$ cat src/design/stq_pkg.sv
// Shared types and constants for the sorted timer queue.
`timescale 1ns / 1ps

package stq_pkg;

    localparam int TIME_W   = 32;
    localparam int HANDLE_W = 4;
    localparam int DELAY_W  = 16;
    localparam int KIND_W   = 2;

    // A tick reports at most this many expiries; the rest wait for the next tick.
    localparam int MAX_POPS = 16;
    localparam int POPIDX_W = $clog2(MAX_POPS);
    localparam int POPCNT_W = $clog2(MAX_POPS + 1);

    localparam logic [KIND_W-1:0] KIND_ARM    = 2'd0;
    localparam logic [KIND_W-1:0] KIND_CANCEL = 2'd1;
    localparam logic [KIND_W-1:0] KIND_TICK   = 2'd2;

    typedef struct packed {
        logic                accept;
        logic                tick;
        logic                remove;
        logic                insert;
        logic                pop;
        logic                load;
        logic                fired;
        logic                last;
        logic [POPIDX_W-1:0] idx;
    } t_cmd;

    typedef struct packed {
        logic found;
        logic room;
        logic due;
        logic out_free;
    } t_status;

endpackage

$ cat src/design/stq_ctrl.sv
// Sequencer for the sorted timer queue: steps each command through the datapath.
`timescale 1ns / 1ps

module stq_ctrl
    import stq_pkg::*;
(
    input  logic              i_clk,
    input  logic              i_rst_n,
    input  logic              i_valid,
    input  logic [KIND_W-1:0] i_kind,
    output logic              o_ready,
    input  t_status           i_status,
    output t_cmd              o_cmd
);

    typedef enum logic [2:0] {
        ST_IDLE,
        ST_REMOVE,
        ST_INSERT,
        ST_POP,
        ST_RESP,
        ST_EMIT
    } t_state;

    t_state              r_state;
    logic [KIND_W-1:0]   r_kind;
    logic [POPCNT_W-1:0] r_npop;
    logic [POPIDX_W-1:0] r_eidx;
    logic                accept;
    logic                pop_now;
    logic                emit_last;

    assign o_ready   = (r_state == ST_IDLE);
    assign accept    = o_ready && i_valid;
    assign pop_now   = (r_npop < POPCNT_W'(MAX_POPS)) && i_status.due;
    assign emit_last = ({1'b0, r_eidx} == (r_npop - POPCNT_W'(1)));

    always_comb begin
        o_cmd        = '0;
        o_cmd.accept = accept;
        o_cmd.tick   = accept && (i_kind == KIND_TICK);
        o_cmd.idx    = r_eidx;
        case (r_state)
            ST_REMOVE: o_cmd.remove = 1'b1;
            ST_INSERT: o_cmd.insert = 1'b1;
            ST_POP: begin
                o_cmd.pop = pop_now;
                o_cmd.idx = r_npop[POPIDX_W-1:0];
            end
            ST_RESP: begin
                o_cmd.load = i_status.out_free;
                o_cmd.last = 1'b1;
            end
            ST_EMIT: begin
                o_cmd.load  = i_status.out_free;
                o_cmd.fired = 1'b1;
                o_cmd.last  = emit_last;
            end
            default: ;
        endcase
    end

    always_ff @(posedge i_clk) begin
        if (!i_rst_n) begin
            r_state <= ST_IDLE;
            r_kind  <= KIND_ARM;
            r_npop  <= '0;
            r_eidx  <= '0;
        end else begin
            case (r_state)
                ST_IDLE: begin
                    if (accept) begin
                        r_kind <= i_kind;
                        r_npop <= '0;
                        r_eidx <= '0;
                        if (i_kind == KIND_ARM || i_kind == KIND_CANCEL) begin
                            r_state <= ST_REMOVE;
                        end else if (i_kind == KIND_TICK) begin
                            r_state <= ST_POP;
                        end else begin
                            r_state <= ST_RESP;
                        end
                    end
                end
                ST_REMOVE: begin
                    r_state <= (r_kind == KIND_ARM) ? ST_INSERT : ST_RESP;
                end
                ST_INSERT: begin
                    r_state <= ST_RESP;
                end
                ST_POP: begin
                    if (pop_now) begin
                        r_npop <= r_npop + POPCNT_W'(1);
                    end else if (r_npop == '0) begin
                        r_state <= ST_RESP;
                    end else begin
                        r_state <= ST_EMIT;
                    end
                end
                ST_RESP: begin
                    if (i_status.out_free) begin
                        r_state <= ST_IDLE;
                    end
                end
                ST_EMIT: begin
                    if (i_status.out_free) begin
                        r_eidx <= r_eidx + POPIDX_W'(1);
                        if (emit_last) begin
                            r_state <= ST_IDLE;
                        end
                    end
                end
                default: r_state <= ST_IDLE;
            endcase
        end
    end

    // A pop is only ever issued while the head is due and the tick budget is not spent.
    a_pop_due: assert property (@(posedge i_clk) disable iff (!i_rst_n)
        o_cmd.pop |-> i_status.due && (r_npop < POPCNT_W'(MAX_POPS)))
        else $error("pop issued without a due head");

    // Every tick that enters the pop phase finishes with at most the budgeted pops.
    a_npop_bound: assert property (@(posedge i_clk) disable iff (!i_rst_n)
        r_npop <= POPCNT_W'(MAX_POPS))
        else $error("pop count beyond budget");

    // Reported expiries are never more than the pops that produced them.
    a_emit_range: assert property (@(posedge i_clk) disable iff (!i_rst_n)
        (r_state == ST_EMIT) |-> ({1'b0, r_eidx} < r_npop))
        else $error("emit index beyond popped entries");

endmodule

$ cat src/design/stq_datapath.sv
// Sorted entry row, time counter, pop buffer and result register of the timer queue.
`timescale 1ns / 1ps

module stq_datapath
    import stq_pkg::*;
#(
    parameter int DEPTH = 16
) (
    input  logic                i_clk,
    input  logic                i_rst_n,
    input  logic [HANDLE_W-1:0] i_handle,
    input  logic [DELAY_W-1:0]  i_delay,
    input  t_cmd                i_cmd,
    output t_status             o_status,
    input  logic                i_ready,
    output logic                o_valid,
    output logic                o_fired,
    output logic [HANDLE_W-1:0] o_expired_handle,
    output logic [TIME_W-1:0]   o_next_deadline,
    output logic                o_queue_empty,
    output logic                o_last
);

    localparam int CW = $clog2(DEPTH + 1);
    localparam int IW = $clog2(DEPTH);

    // Entry row, kept in expiry order; only the first r_count cells are meaningful.
    logic [HANDLE_W-1:0] r_h [DEPTH];
    logic [TIME_W-1:0]   r_e [DEPTH];
    logic [HANDLE_W-1:0] n_h [DEPTH];
    logic [TIME_W-1:0]   n_e [DEPTH];
    logic [CW-1:0]       r_count;
    logic [CW-1:0]       n_count;
    logic [TIME_W-1:0]   r_now;
    logic [TIME_W-1:0]   r_exp;
    logic [HANDLE_W-1:0] r_hnd;
    logic [IW-1:0]       r_pos;
    logic                r_found;
    logic [HANDLE_W-1:0] r_buf [MAX_POPS];

    logic                r_out_valid;
    logic                r_fired;
    logic [HANDLE_W-1:0] r_out_h;
    logic [TIME_W-1:0]   r_deadline;
    logic                r_empty;
    logic                r_last;

    logic [DEPTH-1:0]    match;
    logic [DEPTH-1:0]    le;
    logic [IW-1:0]       match_pos;
    logic [TIME_W:0]     sum;
    logic [TIME_W-1:0]   arm_exp;
    logic                q_empty;

    assign q_empty = (r_count == '0);
    assign sum     = {1'b0, r_now} + {{(TIME_W + 1 - DELAY_W){1'b0}}, i_delay};
    assign arm_exp = sum[TIME_W] ? {TIME_W{1'b1}} : sum[TIME_W-1:0];

    // Handles are unique in the row, so at most one cell matches.
    always_comb begin
        match_pos = '0;
        for (int i = 0; i < DEPTH; i++) begin
            match[i] = (CW'(i) < r_count) && (r_h[i] == i_handle);
            if (match[i]) begin
                match_pos = match_pos | IW'(i);
            end
        end
    end

    // The row is sorted, so le is a run of ones followed by zeros.
    always_comb begin
        for (int i = 0; i < DEPTH; i++) begin
            le[i] = (CW'(i) < r_count) && (r_e[i] <= r_exp);
        end
    end

    always_comb begin
        n_h     = r_h;
        n_e     = r_e;
        n_count = r_count;
        if (i_cmd.remove && r_found) begin
            for (int i = 0; i < DEPTH - 1; i++) begin
                if (IW'(i) >= r_pos) begin
                    n_h[i] = r_h[i+1];
                    n_e[i] = r_e[i+1];
                end
            end
            n_count = r_count - CW'(1);
        end
        if (i_cmd.insert && o_status.room) begin
            // The new entry lands after every entry with an equal or earlier expiry.
            if (!le[0]) begin
                n_h[0] = r_hnd;
                n_e[0] = r_exp;
            end
            for (int i = 1; i < DEPTH; i++) begin
                if (!le[i]) begin
                    if (le[i-1]) begin
                        n_h[i] = r_hnd;
                        n_e[i] = r_exp;
                    end else begin
                        n_h[i] = r_h[i-1];
                        n_e[i] = r_e[i-1];
                    end
                end
            end
            n_count = r_count + CW'(1);
        end
        if (i_cmd.pop) begin
            for (int i = 0; i < DEPTH - 1; i++) begin
                n_h[i] = r_h[i+1];
                n_e[i] = r_e[i+1];
            end
            n_count = r_count - CW'(1);
        end
    end

    assign o_status = '{
        found:    r_found,
        room:     (r_count < CW'(DEPTH)),
        due:      !q_empty && (r_e[0] <= r_now),
        out_free: !r_out_valid || i_ready
    };

    always_ff @(posedge i_clk) begin
        r_h <= n_h;
        r_e <= n_e;
        if (i_cmd.accept) begin
            r_exp   <= arm_exp;
            r_hnd   <= i_handle;
            r_pos   <= match_pos;
            r_found <= |match;
        end
        if (i_cmd.pop) begin
            r_buf[i_cmd.idx] <= r_h[0];
        end
        if (i_cmd.load) begin
            r_fired    <= i_cmd.fired;
            r_out_h    <= i_cmd.fired ? r_buf[i_cmd.idx] : '0;
            r_deadline <= q_empty ? '0 : r_e[0];
            r_empty    <= q_empty;
            r_last     <= i_cmd.last;
        end
    end

    always_ff @(posedge i_clk) begin
        if (!i_rst_n) begin
            r_count     <= '0;
            r_now       <= '0;
            r_out_valid <= 1'b0;
        end else begin
            r_count <= n_count;
            if (i_cmd.tick) begin
                r_now <= r_now + TIME_W'(1);
            end
            if (i_cmd.load) begin
                r_out_valid <= 1'b1;
            end else if (i_ready) begin
                r_out_valid <= 1'b0;
            end
        end
    end

    assign o_valid          = r_out_valid;
    assign o_fired          = r_fired;
    assign o_expired_handle = r_out_h;
    assign o_next_deadline  = r_deadline;
    assign o_queue_empty    = r_empty;
    assign o_last           = r_last;

    a_count_bound: assert property (@(posedge i_clk) disable iff (!i_rst_n)
        r_count <= CW'(DEPTH))
        else $error("entry count beyond depth");

    a_head_order: assert property (@(posedge i_clk) disable iff (!i_rst_n)
        (r_count >= CW'(2)) |-> (r_e[0] <= r_e[1]))
        else $error("queue head out of expiry order");

    a_pop_shrinks: assert property (@(posedge i_clk) disable iff (!i_rst_n)
        i_cmd.pop |=> (r_count == $past(r_count) - CW'(1)))
        else $error("pop did not shrink the queue");

    a_insert_grows: assert property (@(posedge i_clk) disable iff (!i_rst_n)
        (i_cmd.insert && o_status.room) |=> (r_count == $past(r_count) + CW'(1)))
        else $error("insert did not grow the queue");

endmodule

$ cat src/design/sorted_timer_queue.sv
// Top level of the sorted timer queue: sequencer plus datapath.
`timescale 1ns / 1ps

// Keeps up to DEPTH timers in expiry order with a seconds counter. Items are taken one
// at a time; the next item is accepted once every result of the previous one has been
// loaded into the output register, so a waiting result does not block the next transfer.
// An arm steps through accept with handle search, removal shift, insertion shift and
// result; a cancel skips the insertion shift and an unused kind goes straight to its
// result. A tick pops each of n expiries (n at most 16) by one shift of the entry row into
// a pop buffer, then reports one result per expiry, or a single result if none is due.
// Output stalls hold the result steps. The results of a tick all carry the head deadline
// and empty flag of the queue after the whole tick.
module sorted_timer_queue
    import stq_pkg::*;
#(
    parameter int DEPTH = 16
) (
    input  logic                i_clk,
    input  logic                i_rst_n,
    input  logic                i_valid,
    output logic                o_ready,
    input  logic [KIND_W-1:0]   i_kind,
    input  logic [HANDLE_W-1:0] i_handle,
    input  logic [DELAY_W-1:0]  i_delay,
    output logic                o_valid,
    input  logic                i_ready,
    output logic                o_fired,
    output logic [HANDLE_W-1:0] o_expired_handle,
    output logic [TIME_W-1:0]   o_next_deadline,
    output logic                o_queue_empty,
    output logic                o_last
);

    t_cmd    cmd;
    t_status status;

    stq_ctrl u_ctrl (
        .i_clk    (i_clk),
        .i_rst_n  (i_rst_n),
        .i_valid  (i_valid),
        .i_kind   (i_kind),
        .o_ready  (o_ready),
        .i_status (status),
        .o_cmd    (cmd)
    );

    stq_datapath #(
        .DEPTH (DEPTH)
    ) u_datapath (
        .i_clk            (i_clk),
        .i_rst_n          (i_rst_n),
        .i_handle         (i_handle),
        .i_delay          (i_delay),
        .i_cmd            (cmd),
        .o_status         (status),
        .i_ready          (i_ready),
        .o_valid          (o_valid),
        .o_fired          (o_fired),
        .o_expired_handle (o_expired_handle),
        .o_next_deadline  (o_next_deadline),
        .o_queue_empty    (o_queue_empty),
        .o_last           (o_last)
    );

endmodule

$ cat config.mk
export PLATFORM = sky130hd
export DESIGN_NAME = sorted_timer_queue
export DESIGN_NICKNAME = d
export VERILOG_FILES = /design/src/design/stq_pkg.sv /design/src/design/stq_ctrl.sv /design/src/design/stq_datapath.sv /design/src/design/sorted_timer_queue.sv
export SDC_FILE = /design/constraint.sdc
export NUM_CORES = 2
export LEC_CHECK = 0
export CORE_MARGIN = 4
export CORE_UTILIZATION = 59
export CTS_CLUSTER_DIAMETER = 80
export DETAILED_ROUTE_END_ITERATION = 8
export DONT_BUFFER_PORTS = 1
export PLACE_DENSITY_LB_ADDON = 0.15
export SLEW_MARGIN = 20
export SYNTH_ARGS = -nofsm -noshare
export SYNTH_HDL_FRONTEND = slang
export SYNTH_SLANG_ARGS = --single-unit
$ cat constraint.sdc
create_clock -name i_clk -period 3.3 [get_ports i_clk]
set_input_delay 0.66 -clock i_clk [delete_from_list [all_inputs] [get_ports i_clk]]
set_output_delay 0.66 -clock i_clk [all_outputs]
set_load 0.005 [all_outputs]
==> metrics.md <==
| Metric | Value |
|---|---|
| Status | finished, final reports clean |
| Initial antenna violation count | 1 |
| Crit Path Category | reg -> reg |
| N_diodes | 0 |
| Worst-skew pair later-pin latency | approximately 0.67 ns |
| Post-synth EDFFs | between 150 and 200 |
| Final Hold Vio Count | 0 |
| Setup WS post-layout | around 0.0094 ns |
| P&R area growth vs syn | 16.3% |
| Avg Inst Size Synth | roughly 9.3 µm² |
| Crit path max fanout | 18 |
| Post-DP HPWL | between 100000 and 150000 µm |
| Max-slew violations | 0 |
| Clock Tree Root | clkbuf_16 |
| CP delay by family, top | compound AO/OA/AOI/OAI gates |
| Worst Setup End Kind | register |
| # setup viols final | 0 |
| Area leader, netlist | dfxtp_1 |
| Clock network fraction of total power | 0.160 |
| Crit path required time | ~3.8 ns |
| Tcrit/Tclk final | 0.997 |
| CTS tree | yes |
| Worst hold path class | in -> reg |
| Most frequent cell after synthesis | nand2_1 |
| Starting Density | 0.594 |
| Min Tclk post-route | between 3 and 4 ns |
| Worst-Margin Slew | between 0.9 and 1 ns |
| Grt ovf | 0 |
| Drt drc | 0 |
| Pre-Repair DR Iteration Count | 6 |
| H-Tree Depth | 3 |
| Met1 Use GR | 0.418 |
| Top cells by count, synth | nand2_1 (623), dfxtp_1 (592), ha_1 (535), a21oi_1 (430), mux2i_1 (388) |
| CTS clk-pin slew, worst paths | ~0.060 ns |
| Post-Syn Instances | between 5000 and 6000 |
| Aggregate routed wire length | between 100000 and 150000 µm |
| Port-buffer cells | 0 |
| Synthesized area | slightly below 50000 µm² |
| Arr. time, crit path | about 3.8 ns |
| Drt wl/cell | about 23 µm |
| Static Leak | approximately 22 nW |
| Fin nets | between 5000 and 6000 |
| Yosys reg bits | approximately 770 |
| Met2 Usage GRT | 0.558 |
| Grt met3 use | 0.0357 |
| Total track usage | 0.323 |
| Fin Setup TNS | 0 ns |
| CP max stage delay | 0.45 ns |
| Core area | around 80000 µm² |
| I/O Pins | 67 |
| First-pass GRT wire length | between 200000 and 250000 µm |
| Vias in the first global route | between 40000 and 50000 |
| Sequential Power Share | 0.314 |
| Fmax achieved | roughly 300 MHz |
| Area contributors post-synth | dfxtp_1 (24%), ha_1 (14%), edfxtp_1 (11%) |
| CP startpoint kind | register |
| Final hold slack | 0.113 ns |
| RSZ-0062 raised after global routing | yes |
| Final ANT Viol Nets | 0 |
| Synth Warn # | 0 |
| Sw Share | 0.429 |
| Slew headroom | 0.335 |
| Max Root-Sink Buffers | 3 |
| CP max stage cell | or4_4 |
| Die width | around 300 µm |
| Cell row count | between 100 and 150 |
| Clk sinks | approximately 770 |
| Die area | approximately 87000 µm² |
| Async SR Flop Fraction | 0 |
| Clk_skew | a little over 0.03 ns |
| VDD IR max | 909 µV |
| Cell-internal power | about 0.034 W |
| Buf/Inv on CP | 4 |
| Fraction of layout cells with a size suffix above 1 | 0.184 |
| Max_cap viols | 0 |
| Synth Flop Type | dfxtp_1 |
| Count of cell types in the netlist | 84 |
| Vias per cell | between 6 and 7 |
| Cells along the critical path | inv_1 > buf_12 > ha_1 > nand4_1 > nor3_1 > a22o_1 > or4_4 > a22oi_2 > buf_8 > o21ai_4 > clkbuf_16 > o22ai_1 > a21oi_1 |
| Initial DRC Count | approximately 3300 |
| Most used routing layer | met2 |
| Sequential area share after synthesis | 0.355 |
| Largest net degree at the start of global routing | 73 |
| Final Instance Area | 56600 µm² |
| Pwr/cell area | 1060 nW/µm² |
| Combinational power share | 0.525 |
| Syn Nets | about 5800 |
| Tot Pwr | 0.0600 W |
| DR vias | 42800 |
| GPL Wtd Cong | 0.926 |
| TritonCTS Buffers | between 80 and 90 |
| Switching pwr | ~0.026 W |
| Die H | 295 µm |
| CTS Hold Bufs | 0 |
| Post-Place Cell Area | between 50000 and 60000 µm² |
| Share of Yosys cell area claimed by the top area cell type | 0.244 |
| Pre-CTS WS | -0.113 ns |
## sequential cells by signal, indices dropped and copies added (netlist names), 5 cells and up
register                    count
u_datapath.o_next_deadline     32
u_datapath.r_count              5
u_datapath.r_e                512
u_datapath.r_now               32
u_datapath.r_h                 64
u_ctrl.r_npop                   5
u_datapath.r_buf               64
u_datapath.r_exp               32
## through the flow
step                      utilization  std cells
after global routing            0.691       6541
after CTS                       0.678       6491
final                           0.691       6541
after floorplan                     -       5236
after global placement          0.643       6332
after detailed placement        0.643       6332
## worst paths after layout
path / start / end / slack [ns] / depth (start not counted)
min reg2reg: u_ctrl.r_kind[1] / u_ctrl.r_kind[1] / 0.47 / 2
max: u_datapath.r_exp[29] / u_datapath.r_e[244] / 0.009 / 13
min: i_rst_n / u_datapath.r_now[24] / 0.11 / 1
max reg2reg: u_datapath.r_exp[29] / u_datapath.r_e[244] / 0.009 / 13
## what timing repair did
action,in CTS,in global routing
pin swaps,2,23
setup endpoints to repair,221,539
gates cloned,1,14
setup buffers,0,36
endpoints found under the hold margin,0,0
gates resized for setup,16,108
## cell type report
| cell class | count | area, µm² |
|---|---|---|
| repair buffers | 412 | 4440 |
| clock inverters | 33 | 340 |
| inverters | 140 | 536 |
| flip-flops and latches | 772 | 17300 |
| multi-input cells | 3989 | 30200 |
| clock buffers | 125 | 2470 |
| fillers | 6399 | 25300 |
| well taps | 1070 | 1340 |
## kinds of logic after synthesis
logic type      after synthesis  share of synthesized area
flops                       772                      0.355
xor+xnor                    112                     0.0202
buf+inv                     477                     0.0397
mux                         428                     0.0891
compound gates             1533                      0.226
fa+ha+maj                   536                      0.138
simple gates               1378                      0.132
## layer usage
layer,vias up,part of all wire
met5,-,0
met4,0,0.046
met3,336,0.055
met2,1525,0.48
met1,20600,0.42
li1,20400,-
## cell usage in the layout, fill, tap and decap left out, types with 81 or more instances in the layout
| cell type | instances |
|---|---|
| a21oi_1 | 428 |
| a31oi_1 | 87 |
| buf_12 | 81 |
| buf_4 | 296 |
| clkbuf_16 | 97 |
| dfxtp_1 | 592 |
| edfxtp_1 | 180 |
| ha_1 | 528 |
| inv_1 | 123 |
| mux2i_1 | 385 |
| nand2_1 | 619 |
| nand3_1 | 122 |
| nand4_1 | 136 |
| nor2_1 | 198 |
| nor3_1 | 90 |
| o21ai_0 | 169 |
| o221a_2 | 277 |
| o22ai_1 | 150 |
## power groups by stage
stage | sequential (W) | clock, W | combinational [W]
3_5_place_dp | 0.0188 | 0 | 0.0296
6_report | 0.0189 | 0.00962 | 0.0315
5_1_grt | 0.0192 | 0.0101 | 0.0346
3_3_place_gp | 0.0186 | 0 | 0.0285
2_1_floorplan | 0.0171 | 0 | 0.0209
4_1_cts | 0.0186 | 0.00974 | 0.0300
Note: power is estimated with default switching activity, not from simulation.
